$ cat config.mk
export PLATFORM = sky130hd
export DESIGN_NAME = array_list_engine
export DESIGN_NICKNAME = d
export VERILOG_FILES = /design/src/ale_pkg.sv /design/src/ale_ram.sv /design/src/ale_div.sv /design/src/array_list_engine.sv
export VERILOG_INCLUDE_DIRS = /design/src /design/src/src
export SDC_FILE = /design/constraint.sdc
export NUM_CORES = 2
export LEC_CHECK = 0
export BUFFER_PORTS_ARGS = -buffer_cell sky130_fd_sc_hd__buf_2
export CAP_MARGIN = 40
export CORE_MARGIN = 1.5
export CORE_UTILIZATION = 50
export DETAILED_ROUTE_END_ITERATION = 16
export PLACE_DENSITY = 0.65
export SLEW_MARGIN = 10
export SYNTH_ARGS = -nofsm -noshare
export SYNTH_HDL_FRONTEND = slang
export SYNTH_HIERARCHICAL = 1
export SYNTH_SLANG_ARGS = --single-unit
export TNS_END_PERCENT = 1
$ cat constraint.sdc
create_clock -name clk -period 12.25 [get_ports clk]
set_input_delay 1.225 -clock clk [delete_from_list [all_inputs] [get_ports clk]]
set_output_delay 1.225 -clock clk [all_outputs]
set_load 0.02 [all_outputs]
$ cat src/array_list_engine_macros.svh
// Assertion macros for the array list engine.
// Used by the top level only; depends on nothing else.
`ifndef ARRAY_LIST_ENGINE_MACROS_SVH
`define ARRAY_LIST_ENGINE_MACROS_SVH
`ifndef SYNTHESIS
// Same-cycle implication, disabled while reset is asserted.
`define ALE_ASSERT_NOW(lbl, clk, rst_n, ante, cons) \
    lbl: assert property (@(posedge clk) disable iff (!rst_n) (ante) |-> (cons)) \
        else $error("array_list_engine: assertion failed");
// Next-cycle implication, disabled while reset is asserted.
`define ALE_ASSERT_NXT(lbl, clk, rst_n, ante, cons) \
    lbl: assert property (@(posedge clk) disable iff (!rst_n) (ante) |=> (cons)) \
        else $error("array_list_engine: assertion failed");
`else
`define ALE_ASSERT_NOW(lbl, clk, rst_n, ante, cons)
`define ALE_ASSERT_NXT(lbl, clk, rst_n, ante, cons)
`endif
`endif

$ cat src/ale_pkg.sv
// Shared constants and types for the array list engine.
// Depends on nothing; used by the divider and the top level.
`timescale 1ns / 1ps

package ale_pkg;

    // Store geometry.
    localparam int DEPTH  = 64;
    localparam int ADDR_W = $clog2(DEPTH);
    localparam int CNT_W  = $clog2(DEPTH + 1);
    localparam int WORD_W = 32;

    // Command codes.
    localparam logic [3:0] CMD_CLEAR   = 4'd0;
    localparam logic [3:0] CMD_APPEND  = 4'd1;
    localparam logic [3:0] CMD_INSERT  = 4'd2;
    localparam logic [3:0] CMD_DELETE  = 4'd3;
    localparam logic [3:0] CMD_GET     = 4'd4;
    localparam logic [3:0] CMD_SEARCH  = 4'd5;
    localparam logic [3:0] CMD_TSEARCH = 4'd6;
    localparam logic [3:0] CMD_MIN     = 4'd7;
    localparam logic [3:0] CMD_MAX     = 4'd8;
    localparam logic [3:0] CMD_SUM     = 4'd9;
    localparam logic [3:0] CMD_AVG     = 4'd10;
    localparam logic [3:0] CMD_REVERSE = 4'd11;

    // Status codes.
    localparam logic [2:0] ST_OK       = 3'd0;
    localparam logic [2:0] ST_FULL     = 3'd1;
    localparam logic [2:0] ST_BADIDX   = 3'd2;
    localparam logic [2:0] ST_NOTFOUND = 3'd3;
    localparam logic [2:0] ST_EMPTY    = 3'd4;

    // Sequencer states.
    typedef enum logic [3:0] {
        S_IDLE,
        S_SCAN,
        S_SHUP,
        S_SHDN,
        S_SWP1,
        S_SWP2,
        S_GET,
        S_GETD,
        S_REVA,
        S_REVB,
        S_REVC,
        S_REVD,
        S_DIVW,
        S_FIN
    } state_t;

endpackage

$ cat src/ale_ram.sv
// Generic single-write, single-read synchronous RAM with registered read.
// Depends on nothing.
`timescale 1ns / 1ps

module ale_ram #(
    parameter int WIDTH = 32,
    parameter int DEPTH = 64
) (
    input  logic                     clk,
    input  logic                     we,
    input  logic [$clog2(DEPTH)-1:0] waddr,
    input  logic [WIDTH-1:0]         wdata,
    input  logic                     re,
    input  logic [$clog2(DEPTH)-1:0] raddr,
    output logic [WIDTH-1:0]         rdata
);

    logic [WIDTH-1:0] mem [DEPTH];

    // Write port and registered read port.
    always_ff @(posedge clk)
    begin
        if (we)
        begin
            mem[waddr] <= wdata;
        end
        if (re)
        begin
            rdata <= mem[raddr];
        end
    end

endmodule

$ cat src/ale_div.sv
// Restoring divider, one quotient bit per cycle, for the average command.
// Depends on ale_pkg.
`timescale 1ns / 1ps

module ale_div (
    input  logic                             clk,
    input  logic                             rst_n,
    input  logic                             start,
    input  logic [ale_pkg::WORD_W-1:0]       dividend,
    input  logic [ale_pkg::CNT_W-1:0]        divisor,
    output logic                             done,
    output logic [ale_pkg::WORD_W-1:0]       quotient
);

    localparam int STEP_W = $clog2(ale_pkg::WORD_W);

    logic                        run_reg, run_next;
    logic                        done_reg, done_next;
    logic [STEP_W-1:0]           step_reg, step_next;
    logic [ale_pkg::WORD_W-1:0]  dvd_reg, dvd_next;
    logic [ale_pkg::CNT_W-1:0]   rem_reg, rem_next;
    logic [ale_pkg::CNT_W-1:0]   dsr_reg, dsr_next;
    logic [ale_pkg::CNT_W:0]     trial;
    logic                        qbit;

    // One restoring step: bring down the next dividend bit and try a subtract.
    always_comb
    begin
        trial     = {rem_reg, dvd_reg[ale_pkg::WORD_W-1]};
        qbit      = (trial >= {1'b0, dsr_reg});
        run_next  = run_reg;
        done_next = 1'b0;
        step_next = step_reg;
        dvd_next  = dvd_reg;
        rem_next  = rem_reg;
        dsr_next  = dsr_reg;
        if (start)
        begin
            run_next  = 1'b1;
            step_next = '0;
            dvd_next  = dividend;
            rem_next  = '0;
            dsr_next  = divisor;
        end
        else if (run_reg)
        begin
            rem_next  = qbit ? ale_pkg::CNT_W'(trial - {1'b0, dsr_reg})
                             : trial[ale_pkg::CNT_W-1:0];
            dvd_next  = {dvd_reg[ale_pkg::WORD_W-2:0], qbit};
            step_next = step_reg + STEP_W'(1);
            if (step_reg == STEP_W'(ale_pkg::WORD_W - 1))
            begin
                run_next  = 1'b0;
                done_next = 1'b1;
            end
        end
    end

    // Control state is reset; the datapath is not.
    always_ff @(posedge clk or negedge rst_n)
    begin
        if (!rst_n)
        begin
            run_reg  <= 1'b0;
            done_reg <= 1'b0;
            step_reg <= '0;
        end
        else
        begin
            run_reg  <= run_next;
            done_reg <= done_next;
            step_reg <= step_next;
        end
    end

    always_ff @(posedge clk)
    begin
        dvd_reg <= dvd_next;
        rem_reg <= rem_next;
        dsr_reg <= dsr_next;
    end

    assign done     = done_reg;
    assign quotient = dvd_reg;

endmodule

$ cat src/array_list_engine.sv
// Array list engine: one command per transfer, one result transfer per command.
// Search and reductions walk the list, insert and delete walk the tail they shift, and
// reverse swaps pairs from both ends, all through the single RAM port; average then
// waits on the bit-serial divider.
// Throughput: one command at a time. Reset empties the list and sets capacity to 64;
// the word RAM itself is not cleared.
`timescale 1ns / 1ps
`include "array_list_engine_macros.svh"

module array_list_engine (
    input  logic                              clk,
    input  logic                              rst_n,
    input  logic                              cfg_wr_en,
    input  logic [ale_pkg::CNT_W-1:0]         cfg_wr_data,
    input  logic                              in_valid,
    output logic                              in_stall,
    input  logic [3:0]                        cmd,
    input  logic [ale_pkg::CNT_W-1:0]         position,
    input  logic signed [ale_pkg::WORD_W-1:0] word_in,
    output logic                              out_valid,
    input  logic                              out_stall,
    output logic signed [ale_pkg::WORD_W-1:0] word_out,
    output logic [ale_pkg::ADDR_W-1:0]        found_at,
    output logic [2:0]                        status,
    output logic [ale_pkg::CNT_W-1:0]         element_count
);

    localparam int AW = ale_pkg::ADDR_W;
    localparam int CW = ale_pkg::CNT_W;
    localparam int WW = ale_pkg::WORD_W;

    ale_pkg::state_t state_reg, state_next;

    logic [CW-1:0] cnt_reg, cnt_next;
    logic [CW-1:0] cap_reg;
    logic [3:0]    cmd_reg, cmd_next;
    logic [CW-1:0] pos_reg, pos_next;
    logic [WW-1:0] word_reg, word_next;
    logic [CW-1:0] idx_reg, idx_next;
    logic [CW-1:0] hi_reg, hi_next;
    logic [CW-1:0] rd_idx_reg, rd_idx_next;
    logic          rd_vld_reg, rd_vld_next;
    logic          iss_reg, iss_next;
    logic [WW-1:0] acc_reg, acc_next;
    logic [WW-1:0] prev_reg, prev_next;
    logic [AW-1:0] hit_reg, hit_next;
    logic [WW-1:0] res_word_reg, res_word_next;
    logic [AW-1:0] res_found_reg, res_found_next;
    logic [2:0]    res_status_reg, res_status_next;
    logic          out_vld_reg, out_vld_next;
    logic [WW-1:0] out_word_reg;
    logic [AW-1:0] out_found_reg;
    logic [2:0]    out_status_reg;
    logic [CW-1:0] out_cnt_reg;

    logic          ram_we, ram_re;
    logic [AW-1:0] ram_waddr, ram_raddr;
    logic [WW-1:0] ram_wdata, ram_rdata;

    logic          div_start;
    logic          div_done;
    logic [WW-1:0] div_quot;
    logic [WW-1:0] acc_mag;

    logic          accept, full, out_free, walk_done, hit, is_search;
    logic [CW-1:0] eff_cap, cnt_m1, rd_idx_p1, rd_idx_m1, idx_p1, idx_m1, hi_m1;

    // Handshake and derived conditions.
    assign accept    = in_valid && !in_stall;
    assign in_stall  = (state_reg != ale_pkg::S_IDLE);
    assign out_free  = !out_vld_reg || !out_stall;
    assign eff_cap   = (cap_reg == '0) ? CW'(1)
                     : ((cap_reg > CW'(ale_pkg::DEPTH)) ? CW'(ale_pkg::DEPTH) : cap_reg);
    assign full      = (cnt_reg >= eff_cap);
    assign cnt_m1    = cnt_reg - CW'(1);
    assign rd_idx_p1 = rd_idx_reg + CW'(1);
    assign rd_idx_m1 = rd_idx_reg - CW'(1);
    assign idx_p1    = idx_reg + CW'(1);
    assign idx_m1    = idx_reg - CW'(1);
    assign hi_m1     = hi_reg - CW'(1);
    assign walk_done = !iss_reg && !rd_vld_reg;
    assign hit       = rd_vld_reg && (ram_rdata == word_reg);
    assign is_search = (cmd_reg == ale_pkg::CMD_SEARCH) || (cmd_reg == ale_pkg::CMD_TSEARCH);
    assign acc_mag   = acc_reg[WW-1] ? (~acc_reg + WW'(1)) : acc_reg;

    // Word store.
    ale_ram #(
        .WIDTH (WW),
        .DEPTH (ale_pkg::DEPTH)
    ) u_ram (
        .clk   (clk),
        .we    (ram_we),
        .waddr (ram_waddr),
        .wdata (ram_wdata),
        .re    (ram_re),
        .raddr (ram_raddr),
        .rdata (ram_rdata)
    );

    // Divider for the average.
    ale_div u_div (
        .clk      (clk),
        .rst_n    (rst_n),
        .start    (div_start),
        .dividend (acc_mag),
        .divisor  (cnt_reg),
        .done     (div_done),
        .quotient (div_quot)
    );

    // Next-state logic of the sequencer.
    always_comb
    begin
        state_next = state_reg;
        unique case (state_reg)
            ale_pkg::S_IDLE:
            begin
                if (accept)
                begin
                    unique case (cmd) inside
                        ale_pkg::CMD_INSERT:
                            state_next = (position < cnt_reg && !full)
                                       ? ale_pkg::S_SHUP : ale_pkg::S_FIN;
                        ale_pkg::CMD_DELETE:
                            state_next = (cnt_reg != '0 && position < cnt_m1)
                                       ? ale_pkg::S_SHDN : ale_pkg::S_FIN;
                        ale_pkg::CMD_GET:
                            state_next = (position < cnt_reg) ? ale_pkg::S_GET : ale_pkg::S_FIN;
                        ale_pkg::CMD_SEARCH, ale_pkg::CMD_TSEARCH, ale_pkg::CMD_MIN,
                        ale_pkg::CMD_MAX, ale_pkg::CMD_SUM, ale_pkg::CMD_AVG:
                            state_next = (cnt_reg != '0) ? ale_pkg::S_SCAN : ale_pkg::S_FIN;
                        ale_pkg::CMD_REVERSE:
                            state_next = (cnt_reg > CW'(1)) ? ale_pkg::S_REVA : ale_pkg::S_FIN;
                        default:
                            state_next = ale_pkg::S_FIN;
                    endcase
                end
            end
            ale_pkg::S_SCAN:
            begin
                if (is_search && hit)
                begin
                    state_next = (cmd_reg == ale_pkg::CMD_TSEARCH && rd_idx_reg != '0)
                               ? ale_pkg::S_SWP1 : ale_pkg::S_FIN;
                end
                else if (walk_done)
                begin
                    state_next = (cmd_reg == ale_pkg::CMD_AVG) ? ale_pkg::S_DIVW : ale_pkg::S_FIN;
                end
            end
            ale_pkg::S_SHUP, ale_pkg::S_SHDN:
            begin
                if (walk_done)
                begin
                    state_next = ale_pkg::S_FIN;
                end
            end
            ale_pkg::S_SWP1: state_next = ale_pkg::S_SWP2;
            ale_pkg::S_SWP2: state_next = ale_pkg::S_FIN;
            ale_pkg::S_GET:  state_next = ale_pkg::S_GETD;
            ale_pkg::S_GETD: state_next = ale_pkg::S_FIN;
            ale_pkg::S_REVA: state_next = ale_pkg::S_REVB;
            ale_pkg::S_REVB: state_next = ale_pkg::S_REVC;
            ale_pkg::S_REVC: state_next = ale_pkg::S_REVD;
            ale_pkg::S_REVD:
                state_next = (idx_p1 < hi_m1) ? ale_pkg::S_REVA : ale_pkg::S_FIN;
            ale_pkg::S_DIVW:
            begin
                if (div_done)
                begin
                    state_next = ale_pkg::S_FIN;
                end
            end
            ale_pkg::S_FIN:
            begin
                if (out_free)
                begin
                    state_next = ale_pkg::S_IDLE;
                end
            end
            default: state_next = ale_pkg::S_IDLE;
        endcase
    end

    // Datapath and memory control for each state.
    always_comb
    begin
        cnt_next        = cnt_reg;
        cmd_next        = cmd_reg;
        pos_next        = pos_reg;
        word_next       = word_reg;
        idx_next        = idx_reg;
        hi_next         = hi_reg;
        rd_idx_next     = rd_idx_reg;
        rd_vld_next     = 1'b0;
        iss_next        = iss_reg;
        acc_next        = acc_reg;
        prev_next       = prev_reg;
        hit_next        = hit_reg;
        res_word_next   = res_word_reg;
        res_found_next  = res_found_reg;
        res_status_next = res_status_reg;
        ram_we          = 1'b0;
        ram_waddr       = cnt_reg[AW-1:0];
        ram_wdata       = word_reg;
        ram_re          = 1'b0;
        ram_raddr       = idx_reg[AW-1:0];
        div_start       = 1'b0;
        unique case (state_reg)
            ale_pkg::S_IDLE:
            begin
                if (accept)
                begin
                    cmd_next        = cmd;
                    pos_next        = position;
                    word_next       = word_in;
                    res_word_next   = '0;
                    res_found_next  = '0;
                    res_status_next = ale_pkg::ST_OK;
                    acc_next        = '0;
                    iss_next        = 1'b1;
                    idx_next        = '0;
                    unique case (cmd) inside
                        ale_pkg::CMD_CLEAR:
                            cnt_next = '0;
                        ale_pkg::CMD_APPEND:
                        begin
                            if (full)
                            begin
                                res_status_next = ale_pkg::ST_FULL;
                            end
                            else
                            begin
                                ram_we    = 1'b1;
                                ram_waddr = cnt_reg[AW-1:0];
                                ram_wdata = word_in;
                                cnt_next  = cnt_reg + CW'(1);
                            end
                        end
                        ale_pkg::CMD_INSERT:
                        begin
                            ram_waddr = position[AW-1:0];
                            ram_wdata = word_in;
                            if (position > cnt_reg)
                            begin
                                res_status_next = ale_pkg::ST_BADIDX;
                            end
                            else if (full)
                            begin
                                if (position < cnt_reg)
                                begin
                                    ram_we          = 1'b1;
                                    res_status_next = ale_pkg::ST_FULL;
                                end
                                else
                                begin
                                    res_status_next = ale_pkg::ST_BADIDX;
                                end
                            end
                            else if (position == cnt_reg)
                            begin
                                ram_we   = 1'b1;
                                cnt_next = cnt_reg + CW'(1);
                            end
                            else
                            begin
                                idx_next = cnt_m1;
                            end
                        end
                        ale_pkg::CMD_DELETE:
                        begin
                            if (position >= cnt_reg)
                            begin
                                res_status_next = ale_pkg::ST_BADIDX;
                            end
                            else if (position == cnt_m1)
                            begin
                                cnt_next = cnt_m1;
                            end
                            else
                            begin
                                idx_next = position + CW'(1);
                            end
                        end
                        ale_pkg::CMD_GET:
                        begin
                            if (position >= cnt_reg)
                            begin
                                res_status_next = ale_pkg::ST_BADIDX;
                            end
                        end
                        ale_pkg::CMD_SEARCH, ale_pkg::CMD_TSEARCH:
                        begin
                            if (cnt_reg == '0)
                            begin
                                res_status_next = ale_pkg::ST_NOTFOUND;
                            end
                        end
                        ale_pkg::CMD_MIN, ale_pkg::CMD_MAX, ale_pkg::CMD_AVG:
                        begin
                            if (cnt_reg == '0)
                            begin
                                res_status_next = ale_pkg::ST_EMPTY;
                            end
                        end
                        ale_pkg::CMD_REVERSE:
                            hi_next = cnt_m1;
                        default:
                        begin
                        end
                    endcase
                end
            end
            // Ascending walk over the list, one read a cycle.
            ale_pkg::S_SCAN:
            begin
                if (iss_reg)
                begin
                    ram_re   = 1'b1;
                    iss_next = (idx_reg != cnt_m1);
                    idx_next = idx_p1;
                end
                rd_vld_next = iss_reg;
                rd_idx_next = idx_reg;
                if (rd_vld_reg)
                begin
                    if (!hit)
                    begin
                        prev_next = ram_rdata;
                    end
                    unique case (cmd_reg) inside
                        ale_pkg::CMD_MIN:
                            if (rd_idx_reg == '0 || $signed(ram_rdata) < $signed(acc_reg))
                            begin
                                acc_next = ram_rdata;
                            end
                        ale_pkg::CMD_MAX:
                            if (rd_idx_reg == '0 || $signed(ram_rdata) > $signed(acc_reg))
                            begin
                                acc_next = ram_rdata;
                            end
                        ale_pkg::CMD_SUM, ale_pkg::CMD_AVG:
                            acc_next = acc_reg + ram_rdata;
                        default:
                        begin
                        end
                    endcase
                end
                if (is_search && hit)
                begin
                    res_found_next = rd_idx_reg[AW-1:0];
                    hit_next       = rd_idx_reg[AW-1:0];
                end
                else if (walk_done)
                begin
                    unique case (cmd_reg) inside
                        ale_pkg::CMD_SEARCH, ale_pkg::CMD_TSEARCH:
                            res_status_next = ale_pkg::ST_NOTFOUND;
                        ale_pkg::CMD_AVG:
                            div_start = 1'b1;
                        default:
                            res_word_next = acc_reg;
                    endcase
                end
            end
            // Tail shift up: each word moves to the next higher index.
            ale_pkg::S_SHUP:
            begin
                if (iss_reg)
                begin
                    ram_re   = 1'b1;
                    iss_next = (idx_reg != pos_reg);
                    idx_next = idx_m1;
                end
                rd_vld_next = iss_reg;
                rd_idx_next = idx_reg;
                if (rd_vld_reg)
                begin
                    ram_we    = 1'b1;
                    ram_waddr = rd_idx_p1[AW-1:0];
                    ram_wdata = ram_rdata;
                end
                else if (walk_done)
                begin
                    ram_we    = 1'b1;
                    ram_waddr = pos_reg[AW-1:0];
                    ram_wdata = word_reg;
                    cnt_next  = cnt_reg + CW'(1);
                end
            end
            // Tail shift down: each word moves to the next lower index.
            ale_pkg::S_SHDN:
            begin
                if (iss_reg)
                begin
                    ram_re   = 1'b1;
                    iss_next = (idx_reg != cnt_m1);
                    idx_next = idx_p1;
                end
                rd_vld_next = iss_reg;
                rd_idx_next = idx_reg;
                if (rd_vld_reg)
                begin
                    ram_we    = 1'b1;
                    ram_waddr = rd_idx_m1[AW-1:0];
                    ram_wdata = ram_rdata;
                end
                else if (walk_done)
                begin
                    cnt_next = cnt_m1;
                end
            end
            // Transposition: the hit trades places with its predecessor.
            ale_pkg::S_SWP1:
            begin
                ram_we    = 1'b1;
                ram_waddr = hit_reg;
                ram_wdata = prev_reg;
            end
            ale_pkg::S_SWP2:
            begin
                ram_we         = 1'b1;
                ram_waddr      = hit_reg - AW'(1);
                ram_wdata      = word_reg;
                res_found_next = hit_reg - AW'(1);
            end
            ale_pkg::S_GET:
            begin
                ram_re    = 1'b1;
                ram_raddr = pos_reg[AW-1:0];
            end
            ale_pkg::S_GETD:
                res_word_next = ram_rdata;
            // Reverse: read both ends, then write them back crossed.
            ale_pkg::S_REVA:
            begin
                ram_re    = 1'b1;
                ram_raddr = idx_reg[AW-1:0];
            end
            ale_pkg::S_REVB:
            begin
                ram_re    = 1'b1;
                ram_raddr = hi_reg[AW-1:0];
                prev_next = ram_rdata;
            end
            ale_pkg::S_REVC:
            begin
                ram_we    = 1'b1;
                ram_waddr = idx_reg[AW-1:0];
                ram_wdata = ram_rdata;
            end
            ale_pkg::S_REVD:
            begin
                ram_we    = 1'b1;
                ram_waddr = hi_reg[AW-1:0];
                ram_wdata = prev_reg;
                idx_next  = idx_p1;
                hi_next   = hi_m1;
            end
            // Quotient sign follows the sum, as the count is positive.
            ale_pkg::S_DIVW:
            begin
                if (div_done)
                begin
                    res_word_next = acc_reg[WW-1] ? (~div_quot + WW'(1)) : div_quot;
                end
            end
            default:
            begin
            end
        endcase
    end

    // Output register: loaded from the result staging when free.
    assign out_vld_next = (state_reg == ale_pkg::S_FIN && out_free) ? 1'b1
                        : (out_vld_reg && out_stall);

    always_ff @(posedge clk or negedge rst_n)
    begin
        if (!rst_n)
        begin
            state_reg   <= ale_pkg::S_IDLE;
            cnt_reg     <= '0;
            cap_reg     <= CW'(ale_pkg::DEPTH);
            out_vld_reg <= 1'b0;
            rd_vld_reg  <= 1'b0;
            iss_reg     <= 1'b0;
        end
        else
        begin
            state_reg   <= state_next;
            cnt_reg     <= cnt_next;
            out_vld_reg <= out_vld_next;
            rd_vld_reg  <= rd_vld_next;
            iss_reg     <= iss_next;
            if (cfg_wr_en)
            begin
                cap_reg <= cfg_wr_data;
            end
        end
    end

    always_ff @(posedge clk)
    begin
        cmd_reg        <= cmd_next;
        pos_reg        <= pos_next;
        word_reg       <= word_next;
        idx_reg        <= idx_next;
        hi_reg         <= hi_next;
        rd_idx_reg     <= rd_idx_next;
        acc_reg        <= acc_next;
        prev_reg       <= prev_next;
        hit_reg        <= hit_next;
        res_word_reg   <= res_word_next;
        res_found_reg  <= res_found_next;
        res_status_reg <= res_status_next;
        if (state_reg == ale_pkg::S_FIN && out_free)
        begin
            out_word_reg   <= res_word_reg;
            out_found_reg  <= res_found_reg;
            out_status_reg <= res_status_reg;
            out_cnt_reg    <= cnt_reg;
        end
    end

    assign out_valid     = out_vld_reg;
    assign word_out      = out_word_reg;
    assign found_at      = out_found_reg;
    assign status        = out_status_reg;
    assign element_count = out_cnt_reg;

    // The live count never exceeds the store depth.
    `ALE_ASSERT_NOW(a_cnt_bound, clk, rst_n, 1'b1, cnt_reg <= CW'(ale_pkg::DEPTH))
    // Every accepted command takes the sequencer out of the idle state in the next cycle.
    `ALE_ASSERT_NXT(a_accept_busy, clk, rst_n, accept, state_reg != ale_pkg::S_IDLE)
    // The divider only finishes while the sequencer waits for it.
    `ALE_ASSERT_NOW(a_div_done, clk, rst_n, div_done, state_reg == ale_pkg::S_DIVW)

endmodule
==> results.txt <==
In the post-synthesis netlist, the biggest area contributors are sky130_fd_sc_hd__edfxtp_1 71%, sky130_fd_sc_hd__mux4_2 10%, sky130_fd_sc_hd__mux2i_1 2.1%. The sum of negative setup slack is 0 ns. The number of violations of the max-capacitance limit is 0. In this run the tool buffered the top-level ports with 104 buffer cells.

The synthesized instance count came out at ~5,500. The final-report max-slew violation count is 0. The finished cells cover 113,000 um^2. The overall die height came out at 448 um. In this run the static leakage power is 36.3 nW. The register clock-pin slew on the reported worst setup and hold paths came out at 0.07 ns. The share of the Yosys chip area taken by registers is 0.717. The count of endpoints failing hold in the final timing report came out at 0.

The wire length of the first global-routing pass came out at between 300,000 and 400,000 um. The number of different library cells in the post-synthesis netlist is 92. The total congestion overflow after global routing is 0. Timing analysis after detailed placement gives a worst setup slack of 5.90 ns. The highest attainable clock frequency came out at 153 MHz. The number of placement rows came out at roughly 160. In this run the worst path has a maximum fanout of 92. The clock tree from TritonCTS is yes. The total power divided by cell area is roughly 300 nW/um^2. Synthesis inferred between 2,000 and 2,500 register bits. The pin count of the biggest net entering global routing came out at roughly 110.

The shortest clock period the worst path allows after layout came out at 6.52 ns. The transition at the pin with the smallest max-transition slack came out at just under 1 ns. The final setup violation count is 0. Of the cells placed in the final design, the portion with a size suffix greater than 1 is 0.216. The startpoint identified for the worst register-to-register timing path is state_reg[1]$_DFFE_PN0P_. The proportion of netlist area held by the largest area contributor came out at 0.709. The run finished with clean final reports. The detailed router finished its first iteration with 8,039 violations. The worst setup path is launched from a flop.

u_ram/mem holds more flip-flops than any other register. Dividing the detail-routed via count by the number of cells gives roughly 6.4. The number of stages on the worst hold path is 0. The clock drives between 2,000 and 2,500 sinks. The longest clock path from root to sink contains 3 buffers. The mean routed wirelength per cell is about 32 um. The path class of the tightest hold or removal check is flop to flop.

The flip-flop count of the largest register after layout is between 2,000 and 2,500. The placed wire-length estimate is 182,000 um. In the synthesized netlist the async set-or-reset flop fraction comes to 0.0118. In the synthesized netlist, the cells that appear most often are 2,342 x sky130_fd_sc_hd__edfxtp_1, 446 x sky130_fd_sc_hd__mux4_2, 236 x sky130_fd_sc_hd__nor2_1. The placed instance area came out at 105,000 um^2. The initial antenna violation count is 6. Setup repair after global routing left no endpoint under its margin. The remaining max-slew budget at the tightest pin is 0.338. The depth of the worst register-to-register path came out at 12. The initial cell density of the core came out at 0.503. The synthesized area per cell came out at around 18 um^2. The number of detailed-route iterations in the first pass came out at 10. The worst setup path is of the flop to flop kind. The standard cell core area came out at between 150,000 and 200,000 um^2. The later pin in the worst-skew pair is clocked with a latency of ~0.90 ns.

In this run the most critical hold path is launched from res_word_reg[27]$_DFFE_PP_. The number of nets in the finished design is about 5,900. The number of levels the H-tree was split into came out at 4. Summing internal, switching and leakage power gives about 33 mW. In this run, post-CTS repair resized a total of 0 instances. Tracing the worst setup path back leads to its startpoint at state_reg[1]$_DFFE_PN0P_.

The synthesis-to-layout area growth is 13.6%. After detailed routing, the total wire length is roughly 280,000 um. The antenna violation net count after detailed routing came out at 0. The share of the clock period used by the worst path is 0.532.

The number of buffers inserted by hold repair at cts came out at 0. Data on the critical path is required at its endpoint by approximately 13 ns. In this run the register-to-register setup slack is about 5.7 ns.

The worst setup path is captured at a flop. During I/O placement, the number of pins put on the boundary was between 100 and 150. The DRC violation count after routing came out at 0. After clock tree synthesis, the setup repair step added 0 buffers. The count of synthesis-stage warnings from yosys is 6.

The net count of the mapped netlist came out at about 5,700. The number of global-route vias before repair is 53,000. The peak ir drop on the vdd network came out at between 0.3 and 0.4 mV.

The library cell occupying the most area in the post-synthesis netlist is sky130_fd_sc_hd__edfxtp_1. The weighted congestion reported at the end of routability-driven placement came out at between 0.9 and 1. The chip width is 448 um. The final setup slack of the worst path is 5.73 ns. At the worst endpoint, the arrival time is 7.09 ns. In this run the critical register-to-register path is captured at u_ram/rdata[21]$_DFFE_PP_. Among all cell types in the netlist, the one instantiated most often is sky130_fd_sc_hd__edfxtp_1.

The worst-case clock skew is 0.0822 ns. The global router's overall resource usage is 0.278. The via count of the routed design is approximately 55,000. The mapped netlist covers 99,200 um^2.

In the synthesized netlist the dominant register cell turns out to be sky130_fd_sc_hd__edfxtp_1. The final design utilization is 0.572. The number of enable flip-flop cells after synthesis is approximately 2,300. In this run the clock root is driven by a sky130_fd_sc_hd__clkbuf_16. The die footprint is 201,000 um^2. The number of clock buffers inserted by TritonCTS came out at 230. The worst hold path terminates at word_out[27]$_DFFE_PP_.
## power breakdown
part,switching (mW),leakage (nW),internal (mW)
sequential,0.545,21.6,11.4
clock,3.08,3.60,3.87
combinational,9.70,11.0,4.68
## area by class of cell
cell class,count,area [um^2]
fill,14700,84500
sequential,2377,71200
multi-input combinational,2727,26800
clock buffer,279,5990
timing repair buffer,311,3630
tap,2640,3300
clock inverter,143,1390
inverter,114,428
antenna,4,10.0
## critical path, cell delays in order, from the launching register on
cell and delay [ns]:
sky130_fd_sc_hd__dfrtp_1 0.83, sky130_fd_sc_hd__inv_1 0.32, sky130_fd_sc_hd__nand2_1 0.49, sky130_fd_sc_hd__nor2_1 0.20, sky130_fd_sc_hd__nor2_1 0.39, sky130_fd_sc_hd__nand2_1 0.16
sky130_fd_sc_hd__nand2_4 0.46, sky130_fd_sc_hd__buf_4 0.62, sky130_fd_sc_hd__buf_12 0.44, sky130_fd_sc_hd__and2_2 0.42, sky130_fd_sc_hd__buf_4 0.59, sky130_fd_sc_hd__a22oi_1 0.29
sky130_fd_sc_hd__a311oi_1 0.70
## metrics by stage
| stage | std cells | hold slack (ns) |
|---|---|---|
| floorplan | 5526 | 0.400 |
| global placement | 8062 | 0.401 |
| detailed placement | 8165 | 0.405 |
| CTS | 8587 | 0.384 |
| global route | 8591 | 0.382 |
| finish | 8595 | 0.390 |
## worst max-delay path by stage
stage	to	slack, ns	depth (start not counted)
2_1_floorplan	u_ram/mem[0][0]$_DFFE_PP_	6.45	12
3_3_place_gp	u_ram/mem[45][19]$_DFFE_PP_	5.59	12
3_5_place_dp	u_ram/rdata[21]$_DFFE_PP_	5.90	12
4_1_cts	u_ram/rdata[21]$_DFFE_PP_	5.88	12
5_1_grt	u_ram/rdata[21]$_DFFE_PP_	5.56	12
6_report	u_ram/rdata[21]$_DFFE_PP_	5.73	12
## layer usage
layer / GRT usage / vias to the layer above / share of wire
met5: 0 / - / 0.000039
met4: 0.104 / 2 / 0.042
met3: 0.0559 / 464 / 0.11
met2: 0.427 / 3232 / 0.46
met1: 0.395 / 28600 / 0.39
li1: - / 23000 / -
## cells by family (layout without fill, tap and decap cells)
group / count (synthesis) / after routing / share of synthesized area
compound gates: 924 / 924 / 0.0647
buf+inv: 422 / 847 / 0.0218
simple gates: 829 / 829 / 0.0403
other cells: 0 / 4 / 0
fa+ha+maj: 115 / 115 / 0.0147
flops: 2377 / 2377 / 0.717
xor+xnor: 168 / 168 / 0.0148
mux: 691 / 691 / 0.126
## cells in the final DEF (no fill, tap or decap), types with 18 or more instances in the layout
master and count:
sky130_fd_sc_hd__buf_2 107, sky130_fd_sc_hd__a21oi_1 136, sky130_fd_sc_hd__inv_1 111, sky130_fd_sc_hd__clkbuf_16 232
sky130_fd_sc_hd__nand3_1 112, sky130_fd_sc_hd__buf_12 45, sky130_fd_sc_hd__nor2b_1 29, sky130_fd_sc_hd__nand2_1 192
sky130_fd_sc_hd__a211oi_1 49, sky130_fd_sc_hd__clkinv_2 48, sky130_fd_sc_hd__and3_1 33, sky130_fd_sc_hd__or3_1 25
sky130_fd_sc_hd__ha_1 113, sky130_fd_sc_hd__nand4_1 29, sky130_fd_sc_hd__o221ai_1 20, sky130_fd_sc_hd__o22ai_1 59
sky130_fd_sc_hd__xor2_1 55, sky130_fd_sc_hd__o21a_1 43, sky130_fd_sc_hd__bufinv_16 18, sky130_fd_sc_hd__clkinv_1 58
sky130_fd_sc_hd__mux2i_1 206, sky130_fd_sc_hd__xnor2_1 113, sky130_fd_sc_hd__o31ai_1 18, sky130_fd_sc_hd__buf_16 47
sky130_fd_sc_hd__dfrtp_1 27, sky130_fd_sc_hd__nor3_1 55, sky130_fd_sc_hd__clkbuf_1 46, sky130_fd_sc_hd__mux4_2 446
sky130_fd_sc_hd__mux2_2 39, sky130_fd_sc_hd__nor2_1 167, sky130_fd_sc_hd__o21ai_0 144, sky130_fd_sc_hd__a31oi_1 37
sky130_fd_sc_hd__nand2b_1 27, sky130_fd_sc_hd__nor2_4 67, sky130_fd_sc_hd__a22oi_1 183, sky130_fd_sc_hd__buf_4 102
sky130_fd_sc_hd__edfxtp_1 2342
(Power assumes the default switching activity.)
